==> src/design/mpq_pkg.sv <==
// ----------------------------------------------------------------------------
// mpq_pkg
// Shared constants and types for the min-priority queue.
// ----------------------------------------------------------------------------
package mpq_pkg;

   localparam int CAPACITY = 64;
   localparam int IDX_W    = (CAPACITY > 1) ? $clog2(CAPACITY) : 1;
   localparam int CNT_W    = $clog2(CAPACITY + 1);
   localparam int DATA_W   = 32;
   localparam int OCC_W    = 7;
   localparam int ST_W     = 2;

   localparam logic OP_INSERT  = 1'b0;
   localparam logic OP_EXTRACT = 1'b1;

   localparam logic [ST_W-1:0] ST_OK    = 2'd0;
   localparam logic [ST_W-1:0] ST_EMPTY = 2'd1;
   localparam logic [ST_W-1:0] ST_FULL  = 2'd2;

   typedef struct packed {
      logic              wr_en;
      logic [IDX_W-1:0]  wr_addr;
      logic [DATA_W-1:0] wr_data;
      logic [IDX_W-1:0]  rd_addr;
   } ram_req_type;

   typedef struct packed {
      logic signed [DATA_W-1:0] value_out;
      logic [ST_W-1:0]          status;
      logic [OCC_W-1:0]         occupancy;
   } rsp_type;

endpackage

==> src/design/mpq_slot_ram.sv <==
// ----------------------------------------------------------------------------
// mpq_slot_ram
// Slot value store: one write port, one read port, registered read data.
// ----------------------------------------------------------------------------
module mpq_slot_ram (
   input  logic                        clock,
   input  mpq_pkg::ram_req_type        ram_req,
   output logic [mpq_pkg::DATA_W-1:0]  rd_data
);

   logic [mpq_pkg::DATA_W-1:0] mem_ff [mpq_pkg::CAPACITY];
   logic [mpq_pkg::DATA_W-1:0] rd_data_ff;

   always_ff @(posedge clock) begin
      if (ram_req.wr_en) begin
         mem_ff[ram_req.wr_addr] <= ram_req.wr_data;
      end
   end

   always_ff @(posedge clock) begin
      rd_data_ff <= mem_ff[ram_req.rd_addr];
   end

   assign rd_data = rd_data_ff;

endmodule

==> src/design/mpq_ctrl.sv <==
// ----------------------------------------------------------------------------
// mpq_ctrl
// Request sequencer: occupancy bits, count, slot scan and min compare.
// ----------------------------------------------------------------------------
module mpq_ctrl (
   input  logic                              clock,
   input  logic                              reset,
   input  logic                              start,
   input  logic                              req_op,
   input  logic signed [mpq_pkg::DATA_W-1:0] req_value,
   input  logic                              out_free,
   input  logic [mpq_pkg::DATA_W-1:0]        rd_data,
   output mpq_pkg::ram_req_type              ram_req,
   output logic                              idle,
   output logic                              rsp_load,
   output mpq_pkg::rsp_type                  rsp
);

   typedef enum logic [1:0] {S_IDLE, S_SCAN, S_LAST, S_FINISH} state_type;

   state_type                          state_ff;
   logic                               op_ff;
   logic signed [mpq_pkg::DATA_W-1:0]  value_ff;
   logic [mpq_pkg::IDX_W-1:0]          idx_ff;
   logic [mpq_pkg::CAPACITY-1:0]       valid_ff;
   logic [mpq_pkg::CNT_W-1:0]          count_ff;
   logic                               pipe_vld_ff;
   logic                               pipe_slot_vld_ff;
   logic [mpq_pkg::IDX_W-1:0]          pipe_idx_ff;
   logic                               found_ff;
   logic signed [mpq_pkg::DATA_W-1:0]  best_val_ff;
   logic [mpq_pkg::IDX_W-1:0]          best_idx_ff;
   logic [mpq_pkg::ST_W-1:0]           status_ff;

   logic                               commit;
   logic                               ok;
   logic [mpq_pkg::CNT_W-1:0]          count_in;

   assign idle     = (state_ff == S_IDLE);
   assign commit   = (state_ff == S_FINISH) && out_free;
   assign ok       = (status_ff == mpq_pkg::ST_OK);
   assign rsp_load = commit;

   always_comb begin
      count_in = count_ff;
      if (ok) begin
         if (op_ff == mpq_pkg::OP_INSERT) begin
            count_in = count_ff + 1'b1;
         end else begin
            count_in = count_ff - 1'b1;
         end
      end
   end

   assign rsp.value_out = (op_ff == mpq_pkg::OP_EXTRACT && ok) ? best_val_ff : '0;
   assign rsp.status    = status_ff;
   assign rsp.occupancy = mpq_pkg::OCC_W'(count_in);

   assign ram_req.wr_en   = commit && ok && (op_ff == mpq_pkg::OP_INSERT);
   assign ram_req.wr_addr = best_idx_ff;
   assign ram_req.wr_data = value_ff;
   assign ram_req.rd_addr = idx_ff;

   always_ff @(posedge clock) begin
      if (reset) begin
         state_ff    <= S_IDLE;
         valid_ff    <= '0;
         count_ff    <= '0;
         pipe_vld_ff <= 1'b0;
         found_ff    <= 1'b0;
      end else begin
         pipe_vld_ff      <= (state_ff == S_SCAN) && (op_ff == mpq_pkg::OP_EXTRACT);
         pipe_slot_vld_ff <= valid_ff[idx_ff];
         pipe_idx_ff      <= idx_ff;

         // min compare on the data returning from the store
         if (pipe_vld_ff && pipe_slot_vld_ff &&
             (!found_ff || $signed(rd_data) < best_val_ff)) begin
            best_val_ff <= $signed(rd_data);
            best_idx_ff <= pipe_idx_ff;
            found_ff    <= 1'b1;
         end

         unique case (state_ff)
            S_IDLE: begin
               if (start) begin
                  op_ff    <= req_op;
                  value_ff <= req_value;
                  idx_ff   <= '0;
                  found_ff <= 1'b0;
                  if (req_op == mpq_pkg::OP_EXTRACT && count_ff == '0) begin
                     status_ff <= mpq_pkg::ST_EMPTY;
                     state_ff  <= S_FINISH;
                  end else if (req_op == mpq_pkg::OP_INSERT &&
                               count_ff == mpq_pkg::CNT_W'(mpq_pkg::CAPACITY)) begin
                     status_ff <= mpq_pkg::ST_FULL;
                     state_ff  <= S_FINISH;
                  end else begin
                     status_ff <= mpq_pkg::ST_OK;
                     state_ff  <= S_SCAN;
                  end
               end
            end
            S_SCAN: begin
               if (op_ff == mpq_pkg::OP_INSERT) begin
                  if (!valid_ff[idx_ff]) begin
                     best_idx_ff <= idx_ff;
                     state_ff    <= S_FINISH;
                  end else begin
                     idx_ff <= idx_ff + 1'b1;
                  end
               end else begin
                  if (idx_ff == mpq_pkg::IDX_W'(mpq_pkg::CAPACITY - 1)) begin
                     state_ff <= S_LAST;
                  end else begin
                     idx_ff <= idx_ff + 1'b1;
                  end
               end
            end
            S_LAST: begin
               state_ff <= S_FINISH;
            end
            S_FINISH: begin
               if (out_free) begin
                  if (ok) begin
                     valid_ff[best_idx_ff] <= (op_ff == mpq_pkg::OP_INSERT);
                  end
                  count_ff <= count_in;
                  state_ff <= S_IDLE;
               end
            end
            default: begin
               state_ff <= S_IDLE;
            end
         endcase
      end
   end

`ifndef SYNTHESIS
   a_count_matches: assert property (@(posedge clock) disable iff (reset)
      count_ff == mpq_pkg::CNT_W'($countones(valid_ff)))
      else $error("count out of step with occupancy bits");

   a_insert_free: assert property (@(posedge clock) disable iff (reset)
      ram_req.wr_en |-> !valid_ff[best_idx_ff])
      else $error("insert into occupied slot");

   a_extract_hit: assert property (@(posedge clock) disable iff (reset)
      (commit && ok && op_ff == mpq_pkg::OP_EXTRACT) |-> (found_ff && valid_ff[best_idx_ff]))
      else $error("extract of empty slot");

   a_pipe_from_scan: assert property (@(posedge clock) disable iff (reset)
      pipe_vld_ff |-> $past(state_ff == S_SCAN))
      else $error("compare stage active outside scan");
`endif

endmodule

==> src/design/min_priority_queue.sv <==
// ----------------------------------------------------------------------------
// min_priority_queue
// Min-priority queue of signed 32-bit values in an unordered slot store.
// ----------------------------------------------------------------------------
//   channel  dir  fields
//   req_*    in   tuser: op; tdata: value
//   rsp_*    out  tuser: status; tdata: value_out, occupancy
//
// Extract: one store read per slot, the registered read of the store, then
// writeback. Insert: a walk to the lowest free slot, then writeback.
// Empty or full requests go straight to writeback.
// Reset clears the occupancy bits and count.
// The next request is taken while a response waits; a stalled response
// holds the finished request in its writeback cycle.
module min_priority_queue (
   input  logic        clock,
   input  logic        reset,
   input  logic        req_tvalid,
   output logic        req_tready,
   input  logic [31:0] req_tdata,   // [31:0] value
   input  logic [0:0]  req_tuser,   // [0] op
   output logic        rsp_tvalid,
   input  logic        rsp_tready,
   output logic [39:0] rsp_tdata,   // [31:0] value_out, [38:32] occupancy, [39] zero
   output logic [1:0]  rsp_tuser    // [1:0] status
);

   mpq_pkg::ram_req_type        ram_req;
   logic [mpq_pkg::DATA_W-1:0]  rd_data;
   logic                        idle;
   logic                        start;
   logic                        out_free;
   logic                        rsp_load;
   mpq_pkg::rsp_type            rsp;
   logic                        rsp_tvalid_ff;
   mpq_pkg::rsp_type            rsp_data_ff;

   assign req_tready = idle;
   assign start      = req_tvalid && idle;
   assign out_free   = !rsp_tvalid_ff || rsp_tready;

   mpq_slot_ram u_ram (
      .clock   (clock),
      .ram_req (ram_req),
      .rd_data (rd_data)
   );

   mpq_ctrl u_ctrl (
      .clock     (clock),
      .reset     (reset),
      .start     (start),
      .req_op    (req_tuser[0]),
      .req_value ($signed(req_tdata[31:0])),
      .out_free  (out_free),
      .rd_data   (rd_data),
      .ram_req   (ram_req),
      .idle      (idle),
      .rsp_load  (rsp_load),
      .rsp       (rsp)
   );

   always_ff @(posedge clock) begin
      if (reset) begin
         rsp_tvalid_ff <= 1'b0;
      end else if (rsp_load) begin
         rsp_tvalid_ff <= 1'b1;
      end else if (rsp_tready) begin
         rsp_tvalid_ff <= 1'b0;
      end
   end

   always_ff @(posedge clock) begin
      if (rsp_load) begin
         rsp_data_ff <= rsp;
      end
   end

   assign rsp_tvalid = rsp_tvalid_ff;
   assign rsp_tdata  = {1'b0, rsp_data_ff.occupancy, rsp_data_ff.value_out};
   assign rsp_tuser  = rsp_data_ff.status;

endmodule
==> config.mk <==
export PLATFORM = sky130hd
export DESIGN_NAME = min_priority_queue
export DESIGN_NICKNAME = d
export VERILOG_FILES = /design/src/design/mpq_pkg.sv /design/src/design/mpq_slot_ram.sv /design/src/design/mpq_ctrl.sv /design/src/design/min_priority_queue.sv
export SDC_FILE = /design/constraint.sdc
export NUM_CORES = 2
export LEC_CHECK = 0
export CAP_MARGIN = 40
export CORE_UTILIZATION = 49
export CTS_CLUSTER_SIZE = 40
export DETAILED_ROUTE_END_ITERATION = 8
export DONT_BUFFER_PORTS = 1
export PLACE_DENSITY = 0.68
export SYNTH_ARGS = -nofsm -noshare
export SYNTH_HDL_FRONTEND = slang
export SYNTH_SLANG_ARGS = --single-unit
==> constraint.sdc <==
create_clock -name clock -period 5.8 [get_ports clock]
set_clock_uncertainty 0.15 [all_clocks]
set_input_delay 0.58 -clock clock [delete_from_list [all_inputs] [get_ports clock]]
set_output_delay 0.58 -clock clock [all_outputs]
set_load 0.05 [all_outputs]
==> impl_metrics.yaml <==
setup_path:
  r2r_slack_ps: 2050
  critPathTopFamily: "compound AO/OA/AOI/OAI gates"
  cp-start-kind: "flop"
  path_class: "flop to flop"
  reg2regPathDepth: 9
  cp_num_buf_inv: 3
  critPathMaxFanout: 21
  endpoint_kind: "flop"
  startpoint: "u_ctrl.idx_ff[0]"
  worst-path-stages: 9
  r2r-start: "u_ctrl.idx_ff[0]"
  cpMaxStageDelayCell: "edfxtp_1"
  max_stage_delay_ps: 940
  cpMostUsedCell: "buf_4"
  timing.rr.end: "u_ctrl.idx_ff[4]"
  arrival_ps: 4130
  crit_end: "u_ctrl.idx_ff[4]"
  worstPathCellList: "buf_12, buf_4, mux2i_1, o22ai_1, nor3_2, o21ai_1, nand2_1, a2111oi_1, buf_4"
  critical_path_required_ps: 6180
logic_synthesis:
  ys_ff_latch: 2283
  synth_area_leaders: "edfxtp_1 (75%), mux4_2 (18%), dfxtp_1 (2.5%)"
  async_reset_ff_frac: 0
  netlist_instances: 3754
  syn_area_per_cell_um2: 23.3
  yosys_warnings: 0
  syn_nets: 3832
  synth_seq_area_share: 0.773
  synth_area_um2: 87300
  yosysTopAreaCell: "edfxtp_1"
  synth_edf_count: 2175
  synthFlopType: "edfxtp_1"
  netlist.area_leader.share: 0.748
  synth.distinct_cells: 55
cells_and_area:
  layout_common_cells: "edfxtp_1 (2175), mux4_2 (680), clkbuf_16 (225), buf_4 (126), dfxtp_1 (108)"
  nets: 4071
  layout_commonest_cell: "edfxtp_1"
  nFillCells: 12679
  multi_input_area_um2: 19200
  design_area_um2: 99500
  regArea_um2: 67500
  layout-drive-gt1-share: 0.302
  syn_to_final_growth_pct: 14.0
power_and_ir_drop:
  total_leakage_power_nw: 30.8
  switchingPower_mw: 10.9
  pwr-share-comb: 0.204
  p_int_mw: 30.3
  p_clk_frac: 0.335
  p_per_area_nw_per_um2: 414
  peakVddDrop_v: 0.000289
  switching_share: 0.265
  seq_power_share: 0.462
floorplan:
  start_util: 0.495
  core_um2: 176000
  fp.dieW_um: 424
  die_h_um: 424
  ios: 81
  die-area_um2: 180000
  rows: 154
cts:
  cts_resized: 0
  numCtsBuffers: 219
  cts_tree: "yes"
  hold_buffers: 38
  clk-insertion-delay-late_ps: 830
  clk_pin_slew_ps: 70
  numClockSinks: 2283
  cts_setup_buffers: 0
  h-tree-depth: 4
  cts_root_buf: "clkbuf_16"
  cts_buffer_depth: 3
global_routing:
  grt_max_degree: 80
  grt_pass1_wl_um: 297000
  track_usage: 0.231
  grt.overflow.total: 0
  grt_pass1_vias: 40594
  antenna_found_initial: 19
detailed_routing:
  avgViaCountPerCell: 6.24
  ant_nets: 0
  vias: 40673
  wl_um: 205000
  remaining_drc_errors: 14
  dr.pass1.iters: 9
  wire_per_inst_um: 31.5
  first_iter_violations: 5432
timing:
  final.period_utilization: 0.647
  fin_worst_hold_slack_ps: 68.5
  drv_slew: 0
  hold_violations: 0
  fin_crit_ps: 3750
  tightest_slew_ps: 966
  setup_slack_ps: 2050
  rsz0062_at_grt: "no"
  setup_tns_ps: 0
  fmax_ghz: 0.267
  slew_headroom: 0.356
  finalSetupViolCount: 0
flow_run:
  maxCapViolations: 0
place:
  dp_hpwl_um: 123000
  gp_congestion: 0.829
  dp_slack_ps: 2100
  post_dp_cell_area_um2: 92200
  port_buffers: 0
run_status:
  outcome: "finished with violations"
  violations: "DRC"
hold_path:
  hold_class: "input pin to flop"
  min_path_cells: 3
[final cells by class]
class                           instances  area share
Multi-Input combinational cell       1211       0.193
Tap cell                             2340      0.0294
Clock inverter                        122     0.00980
Antenna cell                            5    0.000126
Clock buffer                          284      0.0598
Sequential cell                      2283       0.678
Inverter                               49     0.00192
Timing Repair Buffer                  229      0.0276
[through the flow]
step	util	std cells	power [mW]
after CTS	0.564	6517	41.5
final	0.564	6523	41.2
after global placement	0.517	6027	27.6
after detailed placement	0.522	6073	27.8
after global routing	0.564	6518	42.5
after floorplan	-	3754	24.8
[routing by layer]
layer	part of all wire	global-route usage	up-vias
li1	-	-	16567
met1	0.41	0.334	21952
met2	0.49	0.368	1883
met3	0.080	0.0406	267
met4	0.021	0.0572	4
met5	0.00034	0	-
[cells in the mapped netlist, types with 2 or more instances]
cell	n
or2_2	3
nand4_1	8
a31oi_1	2
xnor2_1	7
mux2_2	4
buf_6	7
o311ai_0	2
nor3b_1	5
a22oi_1	4
o21ai_0	13
nor3_1	38
dfxtp_1	108
xor2_1	3
o21a_1	2
nor2b_1	9
a221o_1	2
mux4_2	680
clkbuf_1	113
edfxtp_1	2175
mux2i_1	22
nand2_1	48
clkinv_1	2
nor2_1	99
nor4_1	3
ha_1	40
a211oi_1	3
a21o_1	3
buf_4	6
inv_1	47
buf_2	54
nand3_1	12
a311oi_1	61
a21oi_1	90
and3_1	9
buf_1	31
o31a_1	6
and2_1	6
o22ai_1	3
a2111oi_0	2
nand2b_1	6
o211ai_1	2
[worst min-delay path, cell delays in order]
cell and delay (ps):
nor2_1 130, a221o_1 200, o41ai_2 80
[sequential cells by signal (all words and copies together), names as in the netlist, 6 cells and up]
| register | flops |
|---|---|
| u_ctrl.value_ff | 32 |
| u_ctrl.best_idx_ff | 6 |
| u_ram.rd_data | 32 |
| u_ctrl.valid_ff | 64 |
| u_ctrl.pipe_idx_ff | 6 |
| rsp_tdata | 39 |
| u_ram.mem_ff | 2048 |
| u_ctrl.count_ff | 7 |
| u_ctrl.idx_ff | 6 |
| u_ctrl.best_val_ff | 32 |
[logic make-up (layout without fill, tap and decap cells)]
kind of cell,after synthesis,in the layout,share of synthesized area
AOI/OAI and AO/OA,201,201,0.0155
xor gates and xnor gates,10,10,0.00100
adders and majority gates,41,41,0.00596
buffers and inverters,260,684,0.0128
DFF,2283,2283,0.773
muxes,706,706,0.178
other,1,6,0.0000430
and+or+nand+nor,252,252,0.0134
[power by group through the flow]
stage	combinational [mW]	clock [mW]	sequential, mW
after detailed placement	8.40	0	19.4
after floorplan	5.33	0	19.5
after global placement	8.21	0	19.4
final	8.40	13.8	19.0
after CTS	8.46	14.0	19.0
after global routing	8.84	14.6	19.1
[worst min path at each step]
stage,endpoint,start,slack (ps)
6_report,u_ctrl.state_ff[0],req_tvalid,70
5_1_grt,u_ctrl.state_ff[0],req_tvalid,70
4_1_cts,u_ctrl.state_ff[0],req_tvalid,10
3_5_place_dp,u_ctrl.best_val_ff[0],u_ram.rd_data[0],290
3_3_place_gp,u_ctrl.best_val_ff[0],u_ram.rd_data[0],290
2_1_floorplan,u_ctrl.best_val_ff[0],u_ram.rd_data[0],250
No activity file was read; power rests on OpenSTA's default activity.
